### config.mk
export PLATFORM = sky130hd
export DESIGN_NAME = srd_isqrt
export DESIGN_NICKNAME = d
export VERILOG_FILES = /design/src/sv/stick_radial_deadzone_macros.svh /design/src/sv/srd_pkg.sv /design/src/sv/srd_isqrt.sv
export SDC_FILE = /design/constraint.sdc
export NUM_CORES = 1
export LEC_CHECK = 0
export ABC_CLOCK_PERIOD_IN_PS = 10900
export BUFFER_PORTS_ARGS = -buffer_cell sky130_fd_sc_hd__buf_2
export CORE_ASPECT_RATIO = 1.5
export CORE_UTILIZATION = 30
export DETAILED_ROUTE_END_ITERATION = 6
export GPL_TIMING_DRIVEN = 0
export PLACE_DENSITY_LB_ADDON = 0.08
export SETUP_SLACK_MARGIN = 0.2
export SLEW_MARGIN = 15
export SYNTH_ARGS = -nofsm -noshare
export SYNTH_HDL_FRONTEND = slang
export SYNTH_SLANG_ARGS = --single-unit
### constraint.sdc
create_clock -name clk_i -period 10.9 [get_ports clk_i]
set_input_delay 0.545 -clock clk_i [delete_from_list [all_inputs] [get_ports clk_i]]
set_output_delay 0.545 -clock clk_i [all_outputs]
set_load 0.01 [all_outputs]
### src/sv/stick_radial_deadzone_macros.svh
// Assertion macros shared by the stick radial deadzone RTL.
`ifndef STICK_RADIAL_DEADZONE_MACROS_SVH
`define STICK_RADIAL_DEADZONE_MACROS_SVH

// Check a property on every rising edge of clk_i outside reset.
`define SRD_ASSERT(label, prop, msg) \
  label: assert property (@(posedge clk_i) disable iff (!rst_ni) (prop)) \
    else $error(msg);

// Check that a condition implies a consequence in the same cycle.
`define SRD_ASSERT_IMPL(label, ante, cons, msg) \
  label: assert property (@(posedge clk_i) disable iff (!rst_ni) (ante) |-> (cons)) \
    else $error(msg);

`endif

### src/sv/srd_pkg.sv
// Package: widths, constants and sideband types of the stick radial deadzone.
package srd_pkg;

  localparam int AxisW     = 16;  // one stick axis
  localparam int CfgW      = 16;  // deadzone register, unsigned Q0.16
  localparam int SumW      = 32;  // x*x + y*y
  localparam int RootW     = 16;  // floor(sqrt(sum)), at most 46340
  localparam int DqW       = 31;  // deadzone edge, deadzone * 32767
  localparam int ProdW     = 47;  // magnitude * numerator core
  localparam int DenW      = 47;  // (32767*65536 - dq) * r
  localparam int NumW      = 62;  // magnitude * numerator core * 32767
  localparam int QW        = 16;  // quotient bits per axis
  localparam int SqrtSteps = 16;  // one root bit per stage
  localparam int DivSteps  = 16;  // one quotient bit per stage
  localparam int FullShift = 15;  // 32767 = 2^15 - 1

  localparam logic [CfgW-1:0]  DzMaxReg  = 16'd62259;
  localparam logic [DqW-1:0]   DzFullOne = 31'd2147418112;  // 32767 * 65536
  localparam logic [RootW-1:0] RootClamp = 16'd32767;
  localparam logic [RootW-1:0] RootMax   = 16'd46340;

  // Sideband that travels alongside the square root.
  typedef struct packed {
    logic signed [AxisW-1:0] x;
    logic signed [AxisW-1:0] y;
    logic [DqW-1:0]          dq;
    logic                    bypass;
  } srd_side_t;

  // Sideband that travels alongside the divider.
  typedef struct packed {
    logic signed [AxisW-1:0] x;
    logic signed [AxisW-1:0] y;
    logic                    bypass;
    logic                    in_zone;
  } srd_fin_t;

endpackage

### src/sv/srd_isqrt.sv
// Pipelined integer square root, one root bit per stage, with elastic stall.
module srd_isqrt (
  input  logic                    clk_i,
  input  logic                    rst_ni,
  input  logic                    in_valid_i,
  output logic                    in_ready_o,
  input  logic [srd_pkg::SumW-1:0] in_sum_i,
  input  srd_pkg::srd_side_t      in_side_i,
  output logic                    out_valid_o,
  input  logic                    out_ready_i,
  output logic [srd_pkg::RootW-1:0] out_root_o,
  output srd_pkg::srd_side_t      out_side_o
);
  import srd_pkg::*;

  typedef struct packed {
    logic [SumW-1:0] n;
    logic [SumW-1:0] res;
  } sq_t;

  // One step of the bitwise square root, bit weight 4^(SqrtSteps-1-k).
  function automatic sq_t sqrt_step(sq_t s, int k);
    logic [SumW-1:0] bitv;
    logic [SumW-1:0] trial;
    sq_t             o;
    bitv  = SumW'(1) << (2 * (SqrtSteps - 1 - k));
    trial = s.res + bitv;
    if (s.n >= trial) begin
      o.n   = s.n - trial;
      o.res = (s.res >> 1) + bitv;
    end else begin
      o.n   = s.n;
      o.res = s.res >> 1;
    end
    return o;
  endfunction

  sq_t              st_q [SqrtSteps];
  sq_t              st_d [SqrtSteps];
  srd_side_t        side_q [SqrtSteps];
  logic [SqrtSteps-1:0] v_q;
  logic [SqrtSteps:0]   en;

  always_comb begin
    sq_t seed;
    seed.n   = in_sum_i;
    seed.res = '0;
    st_d[0]  = sqrt_step(seed, 0);
    for (int k = 1; k < SqrtSteps; k++) begin
      st_d[k] = sqrt_step(st_q[k-1], k);
    end
  end

  // A stage advances when it is empty or the stage after it advances.
  assign en[SqrtSteps] = out_ready_i;
  for (genvar k = 0; k < SqrtSteps; k++) begin : g_en
    assign en[k] = !v_q[k] || en[k+1];
  end

  always_ff @(posedge clk_i or negedge rst_ni) begin
    if (!rst_ni) begin
      v_q <= '0;
    end else begin
      if (en[0]) v_q[0] <= in_valid_i;
      for (int k = 1; k < SqrtSteps; k++) begin
        if (en[k]) v_q[k] <= v_q[k-1];
      end
    end
  end

  always_ff @(posedge clk_i) begin
    if (en[0]) begin
      st_q[0]   <= st_d[0];
      side_q[0] <= in_side_i;
    end
    for (int k = 1; k < SqrtSteps; k++) begin
      if (en[k]) begin
        st_q[k]   <= st_d[k];
        side_q[k] <= side_q[k-1];
      end
    end
  end

  assign in_ready_o  = en[0];
  assign out_valid_o = v_q[SqrtSteps-1];
  assign out_root_o  = st_q[SqrtSteps-1].res[RootW-1:0];
  assign out_side_o  = side_q[SqrtSteps-1];

endmodule

==> run metrics <==
outcome=complete, no violations; fin nets=4108; hold slack=108 ps; First DRT Iteration DRCs=1234; Final Routed Wirelength=112000 microns; share of post-route cells with drive strength above 1=0.151; worst slew pin tran=990 ps; Non-Filler Instances=6639; endpoint of the worst-slack reg-to-reg timing path=side_q[0][10]; placeable core region=0.202 sq mm; via count of the first global-routing pass=30000; Die Area=0.205 sq mm; predominant post-synthesis flop cell=edfxtp_1; data arrival time at the worst-slack endpoint=6330 ps; worst r2r src=v_q[15]; global placement routability congestion=0.796; Longest Clk Path Bufs=4; cell area power density=245 mW/mm^2; CTS clk-pin slew, worst paths=60 ps; number of cell rows=202; P_leak=27.0 nW; detailed-placement wirelength estimate=75300 microns; most used cells in the layout excluding fill and tap cells=1640 x edfxtp_1, 195 x buf_2, 178 x clkbuf_16; Residual DRC=0; hold-critical path depth=3; cell chain of the critical path=nand2b_4 -> buf_16 -> nor2_1 -> inv_8 -> nor2_1 -> nand2_8 -> nor3_1 -> and3_1 -> nand3_4 -> buf_16 -> buf_16 -> buf_2; Seq/Total Area, Yosys=0.814; Resized Gates After CTS=0; most common cell after layout, fill and taps aside=edfxtp_1; wire per inst=16.8 microns; leading area contributor after synthesis=edfxtp_1; number of search-and-repair iterations in the first detailed-routing pass=5; final number of hold-violating endpoints=0; end point of the most critical hold path=st_q[0][63]; port bufs=181; maximum resistive drop on vdd=0.000128 V; Max Slew Vio Count=0; cell area after technology mapping=0.0610 sq mm; fraction of registers with async set or reset after synthesis=0.00966; DIE HEIGHT=554 microns; maximum net fanout on the critical path=46; width of the chip=370 microns; Total Neg Setup Slack=0 ps; pin count of the biggest net entering global routing=84; # setup viols final=0; sort of element at the start of the critical path=flip-flop; worst r2r path cells=11; Post-Synthesis Net Count=3622; antenna violations before repair=4; CP Buf/Inv Count=5; Critical Path RT=10360 ps; number of H-tree branching levels=4; maximum capacitance violations=0; crit path time final=6870 ps; dominant cell type by count on the critical path=buf_16; slowest stage delay, CP=790 ps; path type of the worst min-delay path=primary input to flip-flop; count of clock tree sinks=1656; Syn Inst Count=3372; yosys warns=0; number of register bits inferred by synthesis=1656; Syn-to-layout area delta=18.7%; wire length of the first global-routing pass=170000 microns; peak clock frequency supported by timing=145 MHz; filler cell count=18800; Hold Startpoint=in_sum_i[31]; number of CTS-inserted buffers=175; RSZ-0062 raised after global routing=false; kind of end point of the critical path=output port; portion of synthesized cell area occupied by the leading cell type=0.807; Top Ports=182; number of placed cells counting well taps=6237; average cell area after synthesis=18.1 sq um; Crit Path Category=flip-flop to output port; Worst R2R Setup Slack=5230 ps; top area cells in the synthesized netlist=edfxtp_1 81%, ha_1 3.1%, xnor2_1 1.4%, xor2_1 1.4%, inv_1 1.1%; effective utilization at floorplan=0.302; overall via count from detail_route=28000; final instance area=0.0724 sq mm; clock tree from TritonCTS=built; crit-path leading delay family=simple AND/OR/NAND/NOR gates; worst skew pair latency=800 ps; Layout Utilization=0.359; highest-delay cell along the critical path=nor3_1; Rel. slew slack=0.334; Netlist cell types=75; Root Buffer Master=clkbuf_16; GRT Overall Usage=0.108; Detail Route Antenna Nets=0; share of the cycle needed by the critical path after routing=0.631; vias per cell=4.22; total congestion overflow=0; Post-synth EDFFs=1640; cell area reported after detailed placement=0.0661 sq mm; clk_skew=39.5 ps
==> routing by layer <==
metal / vias up / GRT usage / share of wire
met5: - / 0 / 0.00024
met4: 4 / 0.0526 / 0.042
met2: 475 / 0.209 / 0.55
met3: 269 / 0.0207 / 0.037
met1: 13400 / 0.109 / 0.38
li1: 13800 / - / -
==> worst register-to-register path, stage by stage, from the launching register on <==
cell	delay, ps
dfrtp_1	560
nand2b_4	420
buf_16	370
nor2_1	610
inv_8	250
nor2_1	600
nand2_8	320
nor3_1	790
and3_1	490
nand3_4	300
buf_16	300
buf_16	260
==> repair_timing <==
item,CTS,global route
hold buffers,96,0
endpoints found under the hold margin,111,0
buffers inserted,0,0
==> layout make-up <==
type,count,area (sq um),area share
Antenna cell,2,5.00,0.0000691
Buffer,108,723,0.00999
Clock buffer,215,4590,0.0634
Clock inverter,89,768,0.0106
Inverter,181,707,0.00976
Multi-Input combinational cell,1427,10100,0.139
Sequential cell,1656,49600,0.686
Tap cell,2652,3320,0.0458
Timing Repair Buffer,309,2590,0.0357
==> Yosys cell counts, drive strengths merged (4+ instances only) <==
| cell | instances |
|---|---|
| o31ai | 10 |
| clkbuf | 14 |
| a21boi | 10 |
| ha | 150 |
| xnor2 | 100 |
| nor3 | 47 |
| mux2 | 28 |
| o31a | 5 |
| a211o | 6 |
| nor4b | 12 |
| o21a | 42 |
| a211oi | 9 |
| nor3b | 10 |
| buf | 94 |
| o22ai | 4 |
| a2111oi | 4 |
| nand3b | 10 |
| a21oi | 114 |
| a31oi | 5 |
| and3 | 8 |
| mux2i | 4 |
| nor2 | 153 |
| o21ai | 102 |
| o211ai | 14 |
| nor4 | 81 |
| nand4 | 26 |
| a21o | 24 |
| or3 | 23 |
| nand2 | 119 |
| nand2b | 47 |
| nand4b | 13 |
| and4 | 6 |
| inv | 180 |
| or2 | 6 |
| and2 | 7 |
| nor2b | 19 |
| edfxtp | 1640 |
| dfrtp | 16 |
| nand3 | 38 |
| xor2 | 100 |
| o21bai | 5 |
| or3b | 4 |
| or4 | 17 |
==> metrics by stage <==
step	total power (W)	setup WS [ps]
after CTS	0.0181	3750
after detailed placement	0.0122	4570
after floorplan	0.0113	738
final	0.0177	4030
after global routing	0.0187	3530
after global placement	0.0123	-6360
==> how the worst max path moves through the flow <==
stage                           start    endpoint  slack (ps)  depth (start not counted)
after floorplan           out_ready_i  in_ready_o         740                          8
after global placement    out_ready_i  in_ready_o       -6360                         10
after global routing          v_q[15]  in_ready_o        3530                         12
after detailed placement  out_ready_i  in_ready_o        4570                         13
final                         v_q[15]  in_ready_o        4030                         12
after CTS                     v_q[15]  in_ready_o        3750                         12
==> registers in the layout, summed over array words and instances (netlist names) <==
register	flops
side_q	1024
st_q	616
v_q	16
==> report_power, final <==
| group | switching, W | internal [W] | total, W | leakage (nW) |
|---|---|---|---|---|
| registers | 0.000606 | 0.00870 | 0.00930 | 17.0 |
| clock network | 0.00237 | 0.00329 | 0.00565 | 2.62 |
| logic | 0.00157 | 0.00121 | 0.00278 | 7.37 |
| total | 0.00455 | 0.0132 | 0.0177 | 27.0 |
==> logic make-up (layout without fill, tap and decap cells) <==
family	count (synthesis)	in the layout	share of synthesized area
compound gates	388	388	0.0406
xor+xnor	200	200	0.0287
fa+ha+maj	150	150	0.0308
buf+inv	289	902	0.0230
flops	1656	1656	0.814
mux	32	32	0.00582
other cells	0	2	0
simple gates	657	657	0.0576
Power figures use the tool's default switching activity.
